**config.mk**
```make
export PLATFORM = sky130hd
export DESIGN_NAME = gtp_rot_stage
export DESIGN_NICKNAME = d
export VERILOG_FILES = /design/src/sv/gtp_pkg.sv /design/src/sv/gtp_rot_stage.sv
export SDC_FILE = /design/constraint.sdc
export NUM_CORES = 1
export LEC_CHECK = 0
export ABC_AREA = 1
export BUFFER_PORTS_ARGS = -buffer_cell sky130_fd_sc_hd__buf_2
export CORE_ASPECT_RATIO = 1.4
export CORE_MARGIN = 3
export CORE_UTILIZATION = 59
export DETAILED_ROUTE_END_ITERATION = 8
export GPL_TIMING_DRIVEN = 0
export PLACE_DENSITY = 0.84
export REMOVE_ABC_BUFFERS = 1
export SKIP_LAST_GASP = 1
export SYNTH_ARGS = -nofsm -noshare
export SYNTH_HDL_FRONTEND = slang
export SYNTH_SLANG_ARGS = --single-unit
```
**constraint.sdc**
```tcl
create_clock -name clock -period 4.4 [get_ports clock]
set_input_delay 0.44 -clock clock [delete_from_list [all_inputs] [get_ports clock]]
set_output_delay 0.44 -clock clock [all_outputs]
set_load 0.05 [all_outputs]
```
**src/sv/gtp_pkg.sv**
```systemverilog
// shared constants, types and arctangent table for the go-to-pose velocity ramp
// no dependencies
package gtp_pkg;

   localparam int CordicStages = 16;
   localparam int AtanEntries = 24;
   localparam int NumStages = (CordicStages < AtanEntries) ? CordicStages : AtanEntries;

   localparam logic [2:0] REG_MAX_SPEED = 3'd0;
   localparam logic [2:0] REG_FIT_SPEED = 3'd1;
   localparam logic [2:0] REG_MAX_TURN = 3'd2;
   localparam logic [2:0] REG_STEP_ACCEL = 3'd3;
   localparam logic [2:0] REG_TURN_ACCEL = 3'd4;
   localparam logic [2:0] REG_FIT_DIST = 3'd5;
   localparam logic [2:0] REG_DIST_TOL = 3'd6;
   localparam logic [2:0] REG_ANG_TOL = 3'd7;

   // vectoring word: x,y scaled by 256, x grows by the cordic gain
   localparam int VecW = 28;
   // rotation word: K in Q30 plus growth headroom
   localparam int RotW = 33;
   localparam int AngW = 20;

   localparam logic [RotW-1:0] RotStartX = RotW'(652032874);
   localparam logic [16:0] DistMul = 17'd39797;

   function automatic logic signed [AngW-1:0] atan_val(input int i);
      logic [13:0] t;
      case (i)
         0: t = 14'd8192;
         1: t = 14'd4836;
         2: t = 14'd2555;
         3: t = 14'd1297;
         4: t = 14'd651;
         5: t = 14'd326;
         6: t = 14'd163;
         7: t = 14'd81;
         8: t = 14'd41;
         9: t = 14'd20;
         10: t = 14'd10;
         11: t = 14'd5;
         12: t = 14'd3;
         13: t = 14'd1;
         14: t = 14'd1;
         default: t = 14'd0;
      endcase
      return AngW'($signed({1'b0, t}));
   endfunction

   typedef struct packed {
      logic [14:0] cruise_amp;
      logic [14:0] slow_amp;
      logic [14:0] turn_limit;
      logic [14:0] fwd_step;
      logic [14:0] turn_step;
      logic [14:0] slow_range;
      logic [14:0] distance_tolerance;
      logic [14:0] angle_tolerance;
   } cfg_type;

endpackage

```
**src/sv/gtp_rot_stage.sv**
```systemverilog
// one registered rotation cordic micro-rotation
// depends on gtp_pkg
module gtp_rot_stage (
   input  logic                              clock,
   input  logic [4:0]                        shift,
   input  logic signed [gtp_pkg::AngW-1:0]   atan,
   input  logic signed [gtp_pkg::RotW-1:0]   x_in,
   input  logic signed [gtp_pkg::RotW-1:0]   y_in,
   input  logic signed [gtp_pkg::AngW-1:0]   z_in,
   output logic signed [gtp_pkg::RotW-1:0]   x_ff,
   output logic signed [gtp_pkg::RotW-1:0]   y_ff,
   output logic signed [gtp_pkg::AngW-1:0]   z_ff
);
   logic signed [gtp_pkg::RotW-1:0] dx, dy;
   assign dx = y_in >>> shift;
   assign dy = x_in >>> shift;

   always_ff @(posedge clock) begin
      if (z_in >= 0) begin
         x_ff <= x_in - dx;
         y_ff <= y_in + dy;
         z_ff <= z_in - atan;
      end else begin
         x_ff <= x_in + dx;
         y_ff <= y_in - dy;
         z_ff <= z_in + atan;
      end
   end
endmodule

```
# Yosys cells after proc, flatten, opt, wreduce, memory -nomap -nowiden
# Index checks and enable logic that the tools add are counted.
dict set report op_classes {
  addsub 6
  order_cmp 1
  shifts 2
  mux 3
}
# op count
set ops {}
lappend ops {{33-bit adder} 2}
lappend ops {{33-bit 2-to-1 mux} 2}
lappend ops {{33-bit by 5-bit >>> shifter with 33-bit output} 2}
lappend ops {{33-bit subtractor} 2}
lappend ops {{20-bit adder} 1}
lappend ops {{20-bit by 1-bit >= comparator with 1-bit output, second input constant} 1}
lappend ops {{20-bit 2-to-1 mux} 1}
lappend ops {{20-bit subtractor} 1}
dict set report totals {
  reg_bits 86
  wordCells 15
}

# Longest topological paths before layout
dict set report depth {
  word_depth 3
  depth_mapped 34
  depth_no_buf 32
}

# Least setup slack after synthesis
# Ideal clock, no wire load.
dict set report synth_path {
  path_kind {input to register}
  from {input shift[0]}
  to {register y_ff[30] (netlist bit)}
  t_arrival_ns 3.697
  required_time_ns 4.270
  slack_ns 0.573
  stages 26
  n_path_buf 3
  path_cell_list {buf_6 buf_6 buf_4 nand2_1 nand3_1 nand3_1 nand2_1 o211ai_1 nand2_1 inv_1 ha_1 nand3_1 nor2_2 nand2_1 nand2_2 nand2_1 xor2_1 ha_1 nand2_1 nor4_1 nand2_1 o211ai_1 nand2_1 nand2_1 a211oi_1 xor2_1}
}
dict set report synth_between {
  elab_chain_cells 3
  elab_cells_between_ends 4
}
# item line
set synth_rtl {}
lappend synth_rtl {{start: declaration} gtp_rot_stage.sv:5} ;# input logic [4:0] shift,
lappend synth_rtl {{33-bit by 5-bit >>> shifter with 33-bit output (*)} gtp_rot_stage.sv:16} ;# assign dy = x_in >>> shift;
lappend synth_rtl {{33-bit subtractor or 33-bit adder (tied branches)} {gtp_rot_stage.sv:25, gtp_rot_stage.sv:21}}
lappend synth_rtl {{33-bit 2-to-1 mux (*)} gtp_rot_stage.sv:19} ;# if (z_in >= 0) begin
lappend synth_rtl {{end signal: assignment} gtp_rot_stage.sv:21} ;# y_ff <= y_in + dy;
lappend synth_rtl {{end signal: assignment} gtp_rot_stage.sv:25} ;# y_ff <= y_in - dy;
lappend synth_rtl {{end: declaration} gtp_rot_stage.sv:11} ;# output logic signed [gtp_pkg::RotW-1:0] y_ff,
# Every way passes the cells marked *; elsewhere a longest branch is shown, timed or not.

# Final worst setup path
# Ends and elaborated chain as after synthesis.

==> results.md <==
* Clk sink count at 86
* Largest vdd supply drop at 0.458 mV
* Area of the multi-input gates at 9780 um^2
* Data arrival time of the critical path at 4.63 ns
* Xor-xnor portion of the synthesized cell area at 9.60%
* Total CTS buffers at 9
* Met1 demand-to-capacity share in global routing at 39.5%
* Crit Path Class: input port to flop
* Count of unresolved DRC violations after routing at 0
* Slowest stage delay, CP at 0.37 ns
* Total die area at 22,700 um^2
* Total power per unit cell area at 414 nW/um^2
* Setup repair after global routing missed its margin: true
* Average detailed-routed wire length per instance at 17.6 um
* Y dimension of the die at 177 um
* Total of max-cap violations at 0
* Clock Tree Buf Depth at 2
* Share of power burned in combinational logic at 65.6%
* Summed instance area of the synthesized netlist at 12,300 um^2
* Unique masters post-synth at 44
* GR peak layer: met2
* Final Setup Violations at 0
* Share of power burned in the clock network at 13.8%
* Hold WC Path Type: input port to flop
* Storage element area at 1720 um^2
* Slew @ Worst Pin at 0.871 ns
* Internal Pwr Total at 2.53 mW
* Cell type group with the largest total delay on the critical path: simple AND/OR/NAND/NOR gates
* Max Clk Rate at 0.231 GHz
* Switching share of power at 56.3%
* Worst path bufs/invs at 3
* Worst slack at placement at -2.51 ns
* Worst slew margin relative to its limit at 41.9%
* First-pass GRT wire length at 67,600 um
* Synth area leaders: sky130_fd_sc_hd__nand2_1 20%, sky130_fd_sc_hd__nand3_1 16%, sky130_fd_sc_hd__dfxtp_1 14%
* Share of cell area taken by muxes after synthesis at 0%
* Cell Count, Final, Fillers Out at 2,512
* Layout overhead on the synthesized area at 13.7%
* Post-synthesis simple-gate area fraction at 48.1%
* Global routing usage summed across all routing layers at 37.2%
* Vias at 14,900
* Cell mode on critical path: sky130_fd_sc_hd__nand2_1
* Row Count at 61
* Number of design-rule violations left by the first detailed-router iteration at 1,546
* CTS tree: built
* Number of input and output port buffers inserted at 197
* Portion of the post-synthesis area used by sequential elements at 14.0%
* DPL Wire Length at 34,300 um
* Met3 usage in global routing at 4.83%
* Startpoint type of the worst setup path: input port
* Critical path peak fanout at 65
* Maximum number of pins on one net before global-route repair at 77
* Fin worst setup slack at 0.0671 ns
* Number of pins with negative max-slew slack in the final report at 0
* Synthesis warning total at 0
* Share of total power in sequential cells at 20.5%
* Root buf cell: sky130_fd_sc_hd__clkbuf_16
* Core Region at 20,200 um^2
* Fraction of post-synthesis cell area in the top cell type by area at 19.7%
* Fraction of layout cells with a size suffix above 1 at 16.3%
* Average via count per standard cell at 5.92
* I/O pins at 198
* Starting Density at 60.9%
* Result of the run: complete, no violations
* Slowest cell on the critical path: sky130_fd_sc_hd__ha_1
* Layout fillers at 1,874
* Clock slew seen by the registers of the worst setup and hold paths at 0.08 ns
* Share of the synthesized area in compound gates (AO/OA/AOI/OAI) at 10.2%
* Post-route ant nets at 0
* Dominant cell type by area after synthesis: sky130_fd_sc_hd__nand2_1
* Max H-tree Level at 3
* Total grt overflow at 0
* Number of global-route vias before repair at 14,000
* Static Leakage at 7.43 nW
* Routed wire length at 44,200 um
* Global routing met2 resource utilization at 67.7%
* Layout Utilization at 69.3%
* # placed instances at 2,485
* Final critical delay including setup and external delays at 4.33 ns
* Die width at 128 um
* Power dissipated by switching net loads at 3.27 mW
* Adder-Cell Fraction of Synth Area at 9.32%
* Post-synthesis average cell area at 5.82 um^2
* Required time at the endpoint of the critical path at 4.70 ns
* RD Place Congestion at 0.997
* Period utilisation layout at 98.5%
* Number of storage elements in the synthesis netlist at 86
* Post-Synthesis Cells at 2,116
* Largest family of logic cells by synthesized area: simple AND/OR/NAND/NOR gates
* Tightest hold margin at 0.313 ns
* Final Hold Violating Endpoints at 0
* Worst setup EP type: flop
* Number of detailed-route iterations in the first pass at 6
* # nets final at 2,455
* Initial antenna violation count at 2
-- power groups by stage --
| stage | sequential, mW | combinational (mW) | clock (mW) |
|---|---|---|---|
| 6_report | 1.19 | 3.81 | 0.803 |
| 5_1_grt | 1.21 | 4.08 | 0.844 |
| 4_1_cts | 1.19 | 3.68 | 0.806 |
| 3_5_place_dp | 1.20 | 3.63 | 0 |
| 3_3_place_gp | 1.20 | 3.60 | 0 |
| 2_1_floorplan | 2.40 | 1.54 | 0 |
-- sequential cells by signal, indices dropped and copies added, names as in the netlist --
register  cells
z_ff         20
x_ff         33
y_ff         33
-- timing repair --
item,CTS,global route
buffers inserted,2,4
setup endpoints to repair,76,32
hold endpoints to repair,0,0
hold buffers,0,0
gates resized for setup,38,59
pin swaps,3,8
cloned,1,2
-- per-layer routing --
metal  vias to the layer above  share of wire (%)  wire [um]
li1                       7306                  -          -
met1                      6633                 36      15800
met2                       723                 50      22100
met3                       215                6.6       2940
met4                         0                7.7       3420
met5                         -                  0          0
-- stage by stage --
stage / power (mW) / setup TNS [ns] / instance area (um^2)
floorplan: 3.94 / 0 / 11900
global placement: 4.80 / -110.36 / 13200
detailed placement: 4.84 / -115.82 / 13200
CTS: 5.68 / -0.000346 / 13700
global route: 6.13 / -0.193 / 14000
finish: 5.80 / 0 / 14000
-- Yosys cell counts, drive strengths merged --
cell and n:
nand3b 8, buf 61, xor2 95, nor4 9, o21ai 76, nor4b 1, dfxtp 86, o21a 2
o211ai 7, o21bai 3, nor2 156, fa 3, a31o 2, o31ai 3, a211oi 3, nand4 12
xnor2 40, nand3 428, inv 170, clkinv 3, a31oi 9, ha 87, o2111ai 3, nor3 24
a21o 10, nor3b 1, a21boi 1, a21oi 109, clkbuf 19, or2 1, nand2 684
-- placed cells by master, fill, tap and decap left out, types with 5 or more instances in the layout --
cell | netlist | final
sky130_fd_sc_hd__nand2_1 | 647 | 635
sky130_fd_sc_hd__nor3_1 | 24 | 24
sky130_fd_sc_hd__nand3_1 | 405 | 396
sky130_fd_sc_hd__o21ai_0 | 62 | 57
sky130_fd_sc_hd__inv_1 | 160 | 160
sky130_fd_sc_hd__nor2_4 | 6 | 7
sky130_fd_sc_hd__nand2_2 | 35 | 46
sky130_fd_sc_hd__a31oi_1 | 9 | 9
sky130_fd_sc_hd__a21oi_2 | 0 | 8
sky130_fd_sc_hd__nor2_2 | 15 | 14
sky130_fd_sc_hd__nor4_4 | 0 | 5
sky130_fd_sc_hd__o211ai_1 | 7 | 7
sky130_fd_sc_hd__a21oi_1 | 109 | 99
sky130_fd_sc_hd__nand4_1 | 12 | 12
sky130_fd_sc_hd__ha_1 | 87 | 84
sky130_fd_sc_hd__inv_2 | 10 | 6
sky130_fd_sc_hd__nor2_1 | 135 | 135
sky130_fd_sc_hd__buf_4 | 5 | 8
sky130_fd_sc_hd__o21ai_2 | 5 | 5
sky130_fd_sc_hd__nand3b_1 | 8 | 8
sky130_fd_sc_hd__inv_8 | 0 | 5
sky130_fd_sc_hd__clkbuf_16 | 0 | 10
sky130_fd_sc_hd__dfxtp_1 | 86 | 86
sky130_fd_sc_hd__o21ai_1 | 9 | 14
sky130_fd_sc_hd__buf_2 | 31 | 191
sky130_fd_sc_hd__xnor2_1 | 40 | 40
sky130_fd_sc_hd__a21o_1 | 10 | 10
sky130_fd_sc_hd__xor2_1 | 95 | 95
sky130_fd_sc_hd__nand3_2 | 23 | 31
-- logic make-up after synthesis --
kind of cell / count (synthesis)
buffers and inverters: 253
AO/OA/AOI/OAI: 228
adder cells (fa/ha/maj): 90
flip-flops: 86
XOR/XNOR: 135
AND/OR/NAND/NOR: 1324
-- worst paths after layout --
path	from	to	cells past startpoint
max	shift[0]	y_ff[30]	26
min	y_in[0]	y_ff[0]	2
-- area by class of cell --
type | instances | share of cell area (%)
repair buffers | 205 | 8.28
diodes | 2 | 0.0357
clock buffers | 9 | 1.61
well taps | 252 | 2.25
flip-flops and latches | 86 | 12.3
clock inverters | 7 | 0.527
inverters | 173 | 5.10
repair inverters | 1 | 0.0804
multi-input cells | 1777 | 69.8
Power figures use the tool's default switching activity.
