==> config.mk <==
export PLATFORM = sky130hd
export DESIGN_NAME = gtp_vec_stage
export DESIGN_NICKNAME = d
export VERILOG_FILES = /design/src/sv/gtp_pkg.sv /design/src/sv/gtp_vec_stage.sv
export SDC_FILE = /design/constraint.sdc
export NUM_CORES = 1
export LEC_CHECK = 0
export BUFFER_PORTS_ARGS = -buffer_cell sky130_fd_sc_hd__buf_2
export CAP_MARGIN = 40
export CORE_UTILIZATION = 55
export DETAILED_ROUTE_END_ITERATION = 8
export GPL_TIMING_DRIVEN = 0
export PLACE_DENSITY_LB_ADDON = 0.3
export SYNTH_ARGS = -nofsm -noshare
export SYNTH_HDL_FRONTEND = slang
export SYNTH_SLANG_ARGS = --single-unit
==> constraint.sdc <==
create_clock -name clock -period 7.19 [get_ports clock]
set_input_delay 1.7975 -clock clock [delete_from_list [all_inputs] [get_ports clock]]
set_output_delay 1.7975 -clock clock [all_outputs]
set_load 0.005 [all_outputs]
==> src/sv/gtp_pkg.sv <==
// shared constants, types and arctangent table for the go-to-pose velocity ramp
// no dependencies
package gtp_pkg;

   localparam int CordicStages = 16;
   localparam int AtanEntries = 24;
   localparam int NumStages = (CordicStages < AtanEntries) ? CordicStages : AtanEntries;

   localparam logic [2:0] REG_MAX_SPEED = 3'd0;
   localparam logic [2:0] REG_FIT_SPEED = 3'd1;
   localparam logic [2:0] REG_MAX_TURN = 3'd2;
   localparam logic [2:0] REG_STEP_ACCEL = 3'd3;
   localparam logic [2:0] REG_TURN_ACCEL = 3'd4;
   localparam logic [2:0] REG_FIT_DIST = 3'd5;
   localparam logic [2:0] REG_DIST_TOL = 3'd6;
   localparam logic [2:0] REG_ANG_TOL = 3'd7;

   // vectoring word: x,y scaled by 256, x grows by the cordic gain
   localparam int VecW = 28;
   // rotation word: K in Q30 plus growth headroom
   localparam int RotW = 33;
   localparam int AngW = 20;

   localparam logic [RotW-1:0] RotStartX = RotW'(652032874);
   localparam logic [16:0] DistMul = 17'd39797;

   function automatic logic signed [AngW-1:0] atan_val(input int i);
      logic [13:0] t;
      case (i)
         0: t = 14'd8192;
         1: t = 14'd4836;
         2: t = 14'd2555;
         3: t = 14'd1297;
         4: t = 14'd651;
         5: t = 14'd326;
         6: t = 14'd163;
         7: t = 14'd81;
         8: t = 14'd41;
         9: t = 14'd20;
         10: t = 14'd10;
         11: t = 14'd5;
         12: t = 14'd3;
         13: t = 14'd1;
         14: t = 14'd1;
         default: t = 14'd0;
      endcase
      return AngW'($signed({1'b0, t}));
   endfunction

   typedef struct packed {
      logic [14:0] cruise_amp;
      logic [14:0] slow_amp;
      logic [14:0] turn_limit;
      logic [14:0] fwd_step;
      logic [14:0] turn_step;
      logic [14:0] slow_range;
      logic [14:0] distance_tolerance;
      logic [14:0] angle_tolerance;
   } cfg_type;

endpackage

==> src/sv/gtp_vec_stage.sv <==
// one registered vectoring cordic micro-rotation
// depends on gtp_pkg
module gtp_vec_stage (
   input  logic                              clock,
   input  logic [4:0]                        shift,
   input  logic signed [gtp_pkg::AngW-1:0]   atan,
   input  logic signed [gtp_pkg::VecW-1:0]   x_in,
   input  logic signed [gtp_pkg::VecW-1:0]   y_in,
   input  logic signed [gtp_pkg::AngW-1:0]   z_in,
   output logic signed [gtp_pkg::VecW-1:0]   x_ff,
   output logic signed [gtp_pkg::VecW-1:0]   y_ff,
   output logic signed [gtp_pkg::AngW-1:0]   z_ff
);
   logic signed [gtp_pkg::VecW-1:0] dx, dy;
   assign dx = y_in >>> shift;
   assign dy = x_in >>> shift;

   always_ff @(posedge clock) begin
      if (y_in > 0) begin
         x_ff <= x_in + dx;
         y_ff <= y_in - dy;
         z_ff <= z_in + atan;
      end else begin
         x_ff <= x_in - dx;
         y_ff <= y_in + dy;
         z_ff <= z_in - atan;
      end
   end
endmodule

# Yosys cells after proc, flatten, opt, wreduce, memory -nomap -nowiden

Index checks and enable logic that the tools add are counted.

Output and inout bits: 76
Memories kept: 0
Logic and storage cells: 15
ROM bits: 0
Latch bits: 0
Memory bits (writable): 0
Bits in registers: 76
Input bits: 102

Bitwise operators: 0
Div/mod/pow operators: 0
Reductions and logical operators: 0
Eq/ne operators: 0
$add $sub $neg: 6
$lt $le $gt $ge: 1
Shift-type cells: 2
Muxes and demuxes: 3
Multipliers: 0

Operator list:

| kind                                                                             | number |
|---|---|
| 28-bit adder                                                                     | 2 |
| 28-bit two-way mux                                                               | 2 |
| 28-bit by 5-bit >>> shifter with 28-bit output                                   | 2 |
| 28-bit subtractor                                                                | 2 |
| 28-bit by 1-bit greater-than comparator with 1-bit output, second input constant | 1 |
| 20-bit adder                                                                     | 1 |
| 20-bit two-way mux                                                               | 1 |
| 20-bit subtractor                                                                | 1 |

# Logic depth before layout (Yosys ltp)

Gate-level depths: netlist of the first run.

Depth in word-level cells: 3
Gate-level depth with buffers: 25
Mapped depth without buffers: 20

# Least setup slack after synthesis of the first run

Ideal clock, no wire load.

Kind: input -> register
Start point: input port shift[2]
End point: register y_ff[27] (netlist bit)
Library setup time: 0.129 ns
Slack: 0.552 ns
Data arrival time: 6.508 ns
Cell stages on the path: 22
Data required time: 7.061 ns
Cell sequence: buf_2 > buf_2 > buf_2 > buf_2 > buf_2 > mux4_1 > mux2i_1 > nand2_1 > a31oi_1 > nor3b_1 > a41oi_2 > nor2_1 > xnor2_1 > ha_1 > a21o_1 > a21oi_1 > nor2_1 > o22a_1 > a221o_1 > a41o_1 > o41ai_1 > xnor2_1

Longest elaborated chain between the ends: 3
Elaborated cells on any way between the ends: 4

Ends and longest elaborated chain:

| what                                                     | line                                     | source |
|---|---|---|
| start: declaration                                       | gtp_vec_stage.sv:5                       | `input logic [4:0] shift,` |
| 28-bit by 5-bit >>> shifter with 28-bit output *         | gtp_vec_stage.sv:16                      | `assign dy = x_in >>> shift;` |
| 28-bit adder / 28-bit subtractor (equally long branches) | gtp_vec_stage.sv:25, gtp_vec_stage.sv:21 |  |
| 28-bit two-way mux *                                     | gtp_vec_stage.sv:19                      | `if (y_in > 0) begin` |
| end signal: assignment                                   | gtp_vec_stage.sv:21                      | `y_ff <= y_in - dy;` |
| end signal: assignment                                   | gtp_vec_stage.sv:25                      | `y_ff <= y_in + dy;` |
| end: declaration                                         | gtp_vec_stage.sv:11                      | `output logic signed [gtp_pkg::VecW-1:0] y_ff,` |

Mark *: on every way between the ends. The rest lies on a longest branch, timed or not.

# Final worst setup path of the first run

Start point: input port y_in[27] (netlist bit)
End point: register z_ff[19] (netlist bit)

Longest elaborated chain between the ends: 2

Ends and longest elaborated chain:

| what                                                      | line                | source |
|---|---|---|
| start: declaration                                        | gtp_vec_stage.sv:8  | `input logic signed [gtp_pkg::VecW-1:0] y_in,` |
| 28-bit by 1-bit greater-than comparator with 1-bit output | gtp_vec_stage.sv:19 |  |
| 20-bit two-way mux                                        | gtp_vec_stage.sv:19 |  |
| end signal: assignment                                    | gtp_vec_stage.sv:22 | `z_ff <= z_in + atan;` |
| end signal: assignment                                    | gtp_vec_stage.sv:26 | `z_ff <= z_in - atan;` |
| end: declaration                                          | gtp_vec_stage.sv:12 | `output logic signed [gtp_pkg::AngW-1:0] z_ff` |

No other way between the ends.

==> parameters.txt, run 1 <==
Parameter                              Value

Synthesis
  Number of enable flip-flop cells after synthesis    0
  Post-synth cell types    86
  Proportion of netlist area held by the largest area contributor    14.5%
  Sequential-to-total area share from yosys stat    14.5%
  Compound-cell area share of the yosys netlist    23.9%
  Netlist Area Pre-Place    0.0105 mm²
  Average footprint of a synthesized cell    8.39 µm²
  Number of flip-flops and latches in the synthesized netlist    76
  Fraction of registers with async set or reset after synthesis    0%
  Largest area contributor in the netlist    sky130_fd_sc_hd__dfxtp_1
  Main combinational cell family by area after synthesis    compound AO/OA/AOI/OAI gates
  Flip-flop cell with the highest count after synthesis    sky130_fd_sc_hd__dfxtp_1
  Adder-cell area share of the yosys netlist    10.1%
  Share of synthesized cell area in and, or, nand and nor gates    17.6%
  Xor/xnor cell area share of the yosys netlist    10.2%
  Gate count of the mapped netlist    1254
  Net Count, Synth    1439
  Share of synthesized area spent on multiplexers    18.7%
  Warning count from the yosys run    0
  Leading post-synthesis cells by cell area    sky130_fd_sc_hd__dfxtp_1 14%, sky130_fd_sc_hd__mux4_2 10%, sky130_fd_sc_hd__ha_1 9.5%, sky130_fd_sc_hd__xnor2_1 5.7%, sky130_fd_sc_hd__mux2i_1 4.8%

STA
  Fin. max-slew vios    0
  Final hold violation count    0
  Maximum clock frequency    0.142 GHz
  Final period util    97.7%
  Post-Route Hold Slack    1.69 ns
  Final sum of negative setup slack    0 ns
  Tightest Pin Transition    0.929 ns
  Relative slew slack    37.8%
  Final setup fails    0
  Fin crit period    7.02 ns

Placed design
  Dpl hpwl    30.9 mm
  Area after DPL    0.0117 mm²
  Last weighted congestion value of the routability-driven placer    1.04
  Number of buffer cells added on primary ports    175

Cells and area
  Total inserted antenna cells    0
  Fillers    1660
  Finished layout cell area    0.0121 mm²
  Highest-count cells in the layout ignoring fill and taps    190 x sky130_fd_sc_hd__buf_2, 102 x sky130_fd_sc_hd__nor2_1, 93 x sky130_fd_sc_hd__nand2_1
  Layout Nets    1629
  Post-layout utilization of the core    64.7%
  Leading cell type in the layout, fill and taps excluded    sky130_fd_sc_hd__buf_2
  Fraction of layout cells with a size suffix above 1    23.4%
  Signed area change from the synthesized netlist to the final layout    14.9%

Clock network
  Clock input transition at the sequential cells of the worst setup and hold paths    0.07 ns
  Root Buffer Master    sky130_fd_sc_hd__clkbuf_16
  H-tree levels    3
  Clock buffer depth    2
  TritonCTS clock tree    built
  Count of hold-fix buffers inserted at cts    0
  Total clock buffers created by CTS    9
  Sink count of the clock tree    76

Min path
  Hold WC Path Type    in -> reg

GRT
  GRT Residual Overflow    0
  Global-route met3 utilization    8.14%
  Global-route wire length before repair    59.4 mm
  Most heavily used metal layer in global routing    met2
  Met2 demand-to-capacity share in global routing    62.7%
  Total global routing track utilization    39.3%
  Number of global-route vias before repair    10600
  Global-route track usage on met1    50.1%
  Pin count of the biggest net entering global routing    14
  Number of antenna violations at the first check in global routing    1

Route
  Routed vias/inst    6.75
  Total wire length after detailed routing    38.9 mm
  Wire length per cell    23.1 µm
  DRC marker count from the first detailed-route iteration    1066
  Routed via count    11400
  Routed Antenna Nets    0
  Pre-antenna DRT Iters    8
  DRC violations left    0

Worst setup path
  Data required time of the worst path    7.47 ns
  Setup CP Type    in -> reg
  Biggest fanout along the worst timing path    10
  Arrival time of the worst setup path    7.30 ns
  Nature of the critical path startpoint    primary input
  Category of the worst setup path capture point    flop

Run
  Count of maximum capacitance violations    0

Die
  Total die area    0.0197 mm²
  Initial Util    56.3%
  Top-level I/O count    178
  Count of standard-cell rows    50
  Chip height    140 µm
  Core Footprint    0.0187 mm²
  Die width    140 µm

Pwr
  Leak    5.24 nW
  Worst VDD drop    0.000129 V
  PwrDens    199 mW/mm²

Outcome
  Status    finished clean
## path summary, 6_finish.rpt
kind,start,end,slack [ns],cells past startpoint
max,y_in[27],z_ff[19],0.17,20
min,y_in[0],y_ff[0],1.69,2
## per-layer routing
layer  part of all wire [%]  vias up
met5                      0        -
li1                       -     5148
met2                     44      743
met3                     11      182
met4                    6.0        0
met1                     39     5286
## layout make-up
type / instances / area [µm²] / area share (%)
well taps: 234 / 293 / 2.42
plain buffers: 62 / 388 / 3.21
repair buffers: 179 / 903 / 7.47
clock buffers: 11 / 233 / 1.92
inverters: 42 / 158 / 1.30
multi-input cells: 1074 / 8560 / 70.8
flip-flops and latches: 76 / 1520 / 12.6
clock inverters: 5 / 38.8 / 0.321
## state kept, by name, indices dropped and copies added (netlist names)
| name | cells |
|---|---|
| x_ff | 28 |
| y_ff | 28 |
| z_ff | 20 |
## what timing repair did
action	4_1_cts	5_1_grt
pin swaps	0	2
buffers inserted	0	2
gates cloned	0	0
endpoints found under the setup margin	8	18
resized for setup	9	23
## where the power goes
part           total (mW)  leakage [nW]  switching [mW]  internal (mW)
logic                1.34          4.48           0.743          0.593
registers           0.630         0.641          0.0383          0.592
clock network       0.443         0.118           0.208          0.235
total                2.41          5.24           0.989           1.42
## synthesized netlist by cell type, drive strengths merged, types with 8 or more instances
cell    number
nor2       102
nand2       93
a21oi       85
ha          80
dfxtp       76
xnor2       69
o21ai       66
mux4        54
xor2        53
mux2i       52
inv         40
buf         35
a21o        29
nor3        28
clkbuf      27
nand3       22
a31oi       21
a211oi      20
mux2        19
o31ai       19
nand2b      18
nor2b       18
nor4        18
o22ai       17
o211ai      14
o21a        14
and3        13
or2         13
a21boi      10
and2         9
o221ai       8
## cell families (layout without fill, tap and decap cells)
| logic type | count (synthesis) | in the layout |
|---|---|---|
| flip-flops | 76 | 76 |
| XOR/XNOR | 122 | 122 |
| AO/OA/AOI/OAI | 372 | 372 |
| adder cells (fa/ha/maj) | 83 | 83 |
| buffers and inverters | 104 | 299 |
| AND/OR/NAND/NOR | 372 | 372 |
| multiplexers | 125 | 125 |
## per-stage QoR
stage	instances	power (mW)	setup WS (ns)
floorplan	1254	1.49	0.552
detailed placement	1665	1.93	-0.538
global placement	1663	1.91	-0.574
global route	1683	2.56	-0.0408
finish	1683	2.41	0.169
CTS	1681	2.38	0.0246
## critical path, stage by stage
cell and delay, ns:
sky130_fd_sc_hd__clkbuf_1 0.19, sky130_fd_sc_hd__clkbuf_1 0.29, sky130_fd_sc_hd__nor4_1 0.22, sky130_fd_sc_hd__nand3_1 0.13, sky130_fd_sc_hd__nor2_1 0.47, sky130_fd_sc_hd__inv_1 0.28
sky130_fd_sc_hd__nand2_1 0.22, sky130_fd_sc_hd__clkbuf_1 0.55, sky130_fd_sc_hd__buf_2 0.46, sky130_fd_sc_hd__nor2_1 0.10, sky130_fd_sc_hd__xnor2_1 0.15, sky130_fd_sc_hd__ha_1 0.32
sky130_fd_sc_hd__o21ai_0 0.11, sky130_fd_sc_hd__a21oi_1 0.12, sky130_fd_sc_hd__o41ai_1 0.55, sky130_fd_sc_hd__o211ai_1 0.31, sky130_fd_sc_hd__o311a_1 0.43, sky130_fd_sc_hd__nor3_1 0.31
sky130_fd_sc_hd__nor3_1 0.11, sky130_fd_sc_hd__nor3_1 0.17
Note: power is estimated with default switching activity, not from simulation.
==> run 2: changes to the inputs <==
clock period = 8 ns   (was 7.19 ns; I/O delays follow)
==> run 2 against run 1 <==
  * Core utilization fell by 0.55 points
  * Clock power shrank 10%
  * Clock-buffer cell count unchanged
  * Global-route usage decreased by 0.19 points
  * Total power decreased by 11%
  * Hold slack improved by 0.21 ns
  * Setup slack gained 0.070 ns
  * Final area shrank 0.85%
  * Sequential power fell by 10%
  * Wire length down 0.70%
  * Critical path depth stayed put
  * Critical endpoint is now y_ff[26]
  * First-iteration DRC count is 1.1% lower
==> parameters.txt, run 2 (synthesized netlist as in run 1, its figures left out) <==
Parameter                              Value

Outcome
  Status    finished clean

Worst setup path
  Critical-path cell with the highest stage delay    sky130_fd_sc_hd__buf_1
  Cell family with the largest share of critical-path delay    compound AO/OA/AOI/OAI gates
  Biggest fanout along the worst timing path    10 (unchanged)
  Category of the worst setup path capture point    flop
  Arrival time of the worst setup path    8.04 ns (+0.74 ns)
  Largest stage delay on the critical path    0.71 ns (+0.16 ns)
  Ordered list of cells on the worst path    clkbuf_1 -> clkbuf_1 -> nor4_1 -> nand3_1 -> nor2_1 -> inv_1 -> nand2_1 -> clkbuf_1 -> buf_1 -> a21oi_1 -> fa_1 -> a21o_1 -> a211oi_1 -> o21ai_0 -> nand4_1 -> a31oi_1 -> a211oi_1 -> o211ai_1 -> a311o_1 -> o211ai_1
  Worst path buffer plus inverter count    5 (unchanged)
  Data required time of the worst path    8.28 ns (+0.81 ns)
  Cell mode on critical path    sky130_fd_sc_hd__clkbuf_1
  Nature of the critical path startpoint    primary input
  Setup CP Type    in -> reg

Route
  Total wire length after detailed routing    38.7 mm (-0.70%)
  Routed via count    11300 (-0.24%)
  Wire length per cell    23.0 µm (-0.58%)
  DRC violations left    0 (unchanged)
  Pre-antenna DRT Iters    6 (-2)
  Routed Antenna Nets    0 (unchanged)
  Routed vias/inst    6.74 (-0.12%)
  DRC marker count from the first detailed-route iteration    1054 (-1.1%)

Pwr
  Switching portion of total power    40.9% (-0.13 points)
  Pwr Total    2.15 mW (-11%)
  Worst VDD drop    0.000112 V (-13%)
  Clock network power share    18.5% (about the same)
  Proportion of power drawn by flip-flops and latches    26.4% (+0.2 points)
  PwrDens    179 mW/mm² (-10%)
  Leak    5.20 nW (-0.68%)
  Share of power burned in combinational logic    55.1% (-0.4 points)
  Internal power summed over all cells    1.27 mW (-11%)
  Switching pwr    0.878 mW (-11%)

STA
  Post-Route Hold Slack    1.90 ns (+0.209 ns)
  Final hold violation count    0 (unchanged)
  Fin crit period    7.76 ns
  Worst setup slack after layout    0.239 ns (+0.0699 ns)
  Final sum of negative setup slack    0 ns (unchanged)
  Relative slew slack    39.8% (+2.0 points)
  Final period util    97.0%
  Setup repair after global routing missed its margin    no
  Tightest Pin Transition    0.899 ns (-0.0301 ns)
  Final setup fails    0 (unchanged)
  Maximum clock frequency    0.129 GHz
  Fin. max-slew vios    0 (unchanged)

GRT
  Number of global-route vias before repair    10600 (-0.038%)
  Number of antenna violations at the first check in global routing    1 (unchanged)
  Pin count of the biggest net entering global routing    14 (unchanged)
  Total global routing track utilization    39.1% (-0.19 points)
  Global-route wire length before repair    59.1 mm (-0.39%)
  GRT Residual Overflow    0 (unchanged)

Min path
  End point of the worst hold path    y_ff[0]
  Hold WC Path Type    in -> reg
  Hold depth    2 (unchanged)
  Hold Crit Start    y_in[0]

Placed design
  Area after DPL    0.0117 mm² (unchanged)
  Number of instances in the placed design    1665 (unchanged)
  Dpl ws    0.0691 ns (+0.608 ns)
  Dpl hpwl    30.9 mm (unchanged)
  Number of buffer cells added on primary ports    175 (unchanged)
  Last weighted congestion value of the routability-driven placer    1.04 (unchanged)

Clock network
  Number of buffers inserted to repair setup after CTS    0 (unchanged)
  H-tree levels    3 (unchanged)
  TritonCTS clock tree    built
  Sink count of the clock tree    76 (unchanged)
  Clock input transition at the sequential cells of the worst setup and hold paths    0.07 ns (about the same)
  Count of hold-fix buffers inserted at cts    0 (unchanged)
  Clock buffer depth    2 (unchanged)
  Root Buffer Master    sky130_fd_sc_hd__clkbuf_16
  Total clock buffers created by CTS    9 (unchanged)
  Number of gates given a new drive strength after cts    0 (-9)

Die
  Initial Util    56.3% (unchanged)
  Die width    140 µm (unchanged)
  Count of standard-cell rows    50 (unchanged)
  Chip height    140 µm (unchanged)
  Total die area    0.0197 mm² (unchanged)
  Core Footprint    0.0187 mm² (unchanged)
  Top-level I/O count    178 (unchanged)

Cells and area
  Leading cell type in the layout, fill and taps excluded    sky130_fd_sc_hd__buf_2
  Fraction of layout cells with a size suffix above 1    22.2% (-1.2 points)
  Finished layout cell area    0.0120 mm² (-0.85%)
  Signed area change from the synthesized netlist to the final layout    13.9%
  Highest-count cells in the layout ignoring fill and taps    194 x sky130_fd_sc_hd__buf_2, 102 x sky130_fd_sc_hd__nor2_1, 93 x sky130_fd_sc_hd__nand2_1
  Total inserted antenna cells    0 (unchanged)
  Post-layout utilization of the core    64.1% (-0.55 points)
  Largest registers in the final layout    x_ff (28), y_ff (28), z_ff (20)
  Layout Nets    1627 (-0.12%)
  Post-route non-filler standard cell count    1681 (-0.12%)

Run
  Count of maximum capacitance violations    0 (unchanged)
[run 2: cell types whose count changed in the layout (fill, tap and decap cells not counted), moves of 3 or more]
cell / before / now
sky130_fd_sc_hd__buf_2: 190 / 194
sky130_fd_sc_hd__buf_4: 7 / 4
sky130_fd_sc_hd__mux2i_1: 48 / 51
sky130_fd_sc_hd__clkbuf_4: 4 / 0
sky130_fd_sc_hd__mux2i_2: 4 / 1
sky130_fd_sc_hd__clkbuf_1: 24 / 29
sky130_fd_sc_hd__clkbuf_2: 5 / 0
[run 2: power groups by stage]
| stage | Combinational, mW | Clock, mW | Sequential, mW |
|---|---|---|---|
| floorplan | 0.740 | 0 | 0.601 |
| global placement | 1.14 | 0 | 0.570 |
| detailed placement | 1.16 | 0 | 0.574 |
| CTS | 1.17 | 0.399 | 0.568 |
| global route | 1.29 | 0.415 | 0.580 |
| finish | 1.18 | 0.397 | 0.567 |
[run 2: worst max-delay path by stage]
stage | depth (start not counted) | endpoint | start
after CTS | 19 | x_ff[27] | shift[1]
after global placement | 19 | x_ff[27] | shift[2]
after detailed placement | 19 | x_ff[27] | shift[1]
final | 20 | y_ff[26] | y_in[27]
after global routing | 21 | y_ff[26] | shift[4]
after floorplan | 22 | y_ff[27] | shift[2]
[run 2: layout make-up]
cell class              count  area, µm²
repair buffers            177        888
clock inverters             5       38.8
plain buffers              62        368
well taps                 234        293
fillers                  1666       6710
inverters                  42        158
flip-flops and latches     76       1520
clock buffers              11        233
multi-input cells        1074       8490
[run 2: metal layers]
metal	global-route usage, %	vias to the layer above	share of wire [%]
li1	-	5140	-
met1	50.1	5282	39
met2	62.6	743	45
met3	7.52	167	11
met4	20.0	0	5.3
met5	1.00	-	0
==> run 3: changes to the inputs <==
CAP_MARGIN = 10   (was 40)
CTS_CLUSTER_DIAMETER = 60   (was default)
PLACE_DENSITY = 0.83   (was default)
PLACE_DENSITY_LB_ADDON = default   (was 0.3)
==> run 3 against run 2 <==
  * Fmax decreased by 0.36%
  * Total power is 2.6% higher
  * Critical endpoint unchanged
  * Clock-buffer cell count is 2 lower
  * Hold slack lost 0.011 ns
  * Sequential share of layout area is essentially flat
  * Core utilization increased by 0.14 points
  * Largest cell class unchanged
  * Combinational power about the same
  * Setup slack got worse by 0.028 ns
  * Die area stayed put
  * Global-route usage up 0.46 points
  * Sequential power about the same
  * Cell count fell by 0.24%
==> parameters.txt, run 3 (synthesized netlist as in run 1, its figures left out) <==
Parameter                              Value

Min path
  Hold WC Path Type    in -> reg
  Hold depth    2 (unchanged)

STA
  Fin crit period    7.79 ns (+0.0279 ns)
  Setup repair after global routing missed its margin    no
  Final hold violation count    0 (unchanged)
  Tightest Pin Transition    0.914 ns (+0.0153 ns)
  Final period util    97.4% (+0.35 points)
  Worst setup slack after layout    0.211 ns (-0.0279 ns)
  Final setup fails    0 (unchanged)
  Maximum clock frequency    0.128 GHz (-0.36%)
  Relative slew slack    38.9% (-0.93 points)
  Fin. max-slew vios    0 (unchanged)

Cells and area
  Highest-count cells in the layout ignoring fill and taps    193 x sky130_fd_sc_hd__buf_2, 102 x sky130_fd_sc_hd__nor2_1, 93 x sky130_fd_sc_hd__nand2_1
  Post-layout utilization of the core    64.3% (+0.14 points)
  Area used by multi-input combinational logic    0.00850 mm² (about the same)
  Fillers    1664 (-0.12%)
  Signed area change from the synthesized netlist to the final layout    14.2%
  Fraction of layout cells with a size suffix above 1    22.2% (about the same)
  Post-route non-filler standard cell count    1677 (-0.24%)
  Finished layout cell area    0.0120 mm² (+0.22%)
  Area occupied by registers    0.00152 mm² (unchanged)
  Largest registers in the final layout    x_ff (28), y_ff (28), z_ff (20)
  Leading cell type in the layout, fill and taps excluded    sky130_fd_sc_hd__buf_2
  Total inserted antenna cells    0 (unchanged)
  Layout Nets    1625 (-0.12%)

Worst setup path
  Category of the worst setup path capture point    flop
  Largest stage delay on the critical path    0.74 ns (+0.03 ns)
  Critical-path cell with the highest stage delay    sky130_fd_sc_hd__buf_1
  Cell mode on critical path    sky130_fd_sc_hd__clkbuf_1
  Arrival time of the worst setup path    8.07 ns (+0.03 ns)
  Nature of the critical path startpoint    primary input
  Setup CP Type    in -> reg
  Biggest fanout along the worst timing path    10 (unchanged)
  Data required time of the worst path    8.28 ns (about the same)
  Ordered list of cells on the worst path    clkbuf_1 -> clkbuf_1 -> nor4_1 -> nand3_1 -> nor2_1 -> inv_1 -> nand2_1 -> clkbuf_1 -> buf_1 -> a21oi_1 -> fa_1 -> a21o_1 -> a211oi_1 -> o21ai_0 -> nand4_1 -> a31oi_1 -> a211oi_1 -> o211ai_1 -> a311o_1 -> o211ai_1

Route
  Pre-antenna DRT Iters    8 (+2)
  Wire length per cell    23.4 µm (+1.8%)
  Total wire length after detailed routing    39.3 mm (+1.5%)
  Routed Antenna Nets    0 (unchanged)
  Routed vias/inst    6.82 (+1.1%)
  DRC violations left    0 (unchanged)
  DRC marker count from the first detailed-route iteration    1301 (+23%)
  Routed via count    11400 (+0.91%)

Pwr
  Share of power burned in combinational logic    53.9% (-1.2 points)
  PwrDens    183 mW/mm² (+2.4%)
  Leak    5.22 nW (+0.43%)
  Clock network power share    20.4% (+1.9 points)
  Pwr Total    2.20 mW (+2.6%)
  Proportion of power drawn by flip-flops and latches    25.7% (-0.7 points)
  Switching portion of total power    39.8% (-1.1 points)
  Switching pwr    0.877 mW (-0.20%)
  Worst VDD drop    0.000112 V (+0.26%)
  Internal power summed over all cells    1.33 mW (+4.5%)

Placed design
  Number of instances in the placed design    1663 (-0.12%)
  Number of buffer cells added on primary ports    175 (unchanged)
  Dpl hpwl    31.0 mm (+0.35%)
  Last weighted congestion value of the routability-driven placer    1.03 (-0.14%)
  Area after DPL    0.0117 mm² (-0.11%)
  Dpl ws    -0.230 ns (-0.299 ns)

Die
  Core Footprint    0.0187 mm² (unchanged)
  Total die area    0.0197 mm² (unchanged)
  Count of standard-cell rows    50 (unchanged)
  Top-level I/O count    178 (unchanged)
  Initial Util    56.3% (unchanged)
  Die width    140 µm (unchanged)
  Chip height    140 µm (unchanged)

Clock network
  Sink count of the clock tree    76 (unchanged)
  Clock buffer depth    2 (unchanged)
  Total clock buffers created by CTS    9 (unchanged)
  Clock input transition at the sequential cells of the worst setup and hold paths    0.07 ns (about the same)
  H-tree levels    3 (unchanged)
  Count of hold-fix buffers inserted at cts    0 (unchanged)
  Root Buffer Master    sky130_fd_sc_hd__clkbuf_16
  TritonCTS clock tree    built

Run
  Count of maximum capacitance violations    0 (unchanged)

GRT
  Pin count of the biggest net entering global routing    13 (-1)
  Number of global-route vias before repair    10900 (+2.7%)
  Total global routing track utilization    39.6% (+0.46 points)
  Number of antenna violations at the first check in global routing    0 (-1)
  Global-route wire length before repair    59.9 mm (+1.3%)
  GRT Residual Overflow    0 (unchanged)

Outcome
  Status    finished clean
[run 3: layout make-up]
class	instances	area share, %
Buffer	62	3.06
Tap cell	234	2.44
Sequential cell	76	12.7
Timing Repair Buffer	175	7.29
Clock buffer	9	1.87
Multi-Input combinational cell	1074	70.7
Inverter	42	1.31
Clock inverter	5	0.656
[run 3: metal layers]
| layer | routed length, µm | global-route usage [%] |
|---|---|---|
| met3 | 4020 | 7.59 |
| met2 | 17700 | 62.8 |
| met1 | 15600 | 50.9 |
| met5 | 0 | 0 |
| met4 | 2020 | 21.1 |
[run 3: final timing paths]
kind,startpoint,slack (ns),endpoint
hold / removal,y_in[0],1.89,y_ff[0]
setup / recovery,y_in[27],0.21,y_ff[26]
[run 3: power by group through the flow]
| stage | Sequential [mW] | Combinational (mW) | Clock (mW) |
|---|---|---|---|
| floorplan | 0.601 | 0.740 | 0 |
| global placement | 0.569 | 1.14 | 0 |
| detailed placement | 0.572 | 1.16 | 0 |
| CTS | 0.567 | 1.17 | 0.453 |
| global route | 0.580 | 1.29 | 0.463 |
| finish | 0.566 | 1.19 | 0.449 |
[run 3: stage by stage]
step / hold slack [ns] / TNS, ns
global route: 1.90 / 0
detailed placement: 2.27 / -0.565
floorplan: 2.13 / 0
CTS: 1.89 / 0
finish: 1.89 / 0
global placement: 2.26 / -0.290
[run 3: worst max-delay path, delay by kind of cell]
kind | cells | cell delay [ns]
AO/OA/AOI/OAI | 9 | 2.30
adder cells (fa/ha/maj) | 1 | 0.51
buffers and inverters | 5 | 2.11
AND/OR/NAND/NOR | 5 | 1.13
[run 3: what timing repair did]
action,CTS,global route
hold endpoints to repair,0,0
endpoints found under the setup margin,0,13
resized for setup,0,4
buffers inserted,0,0
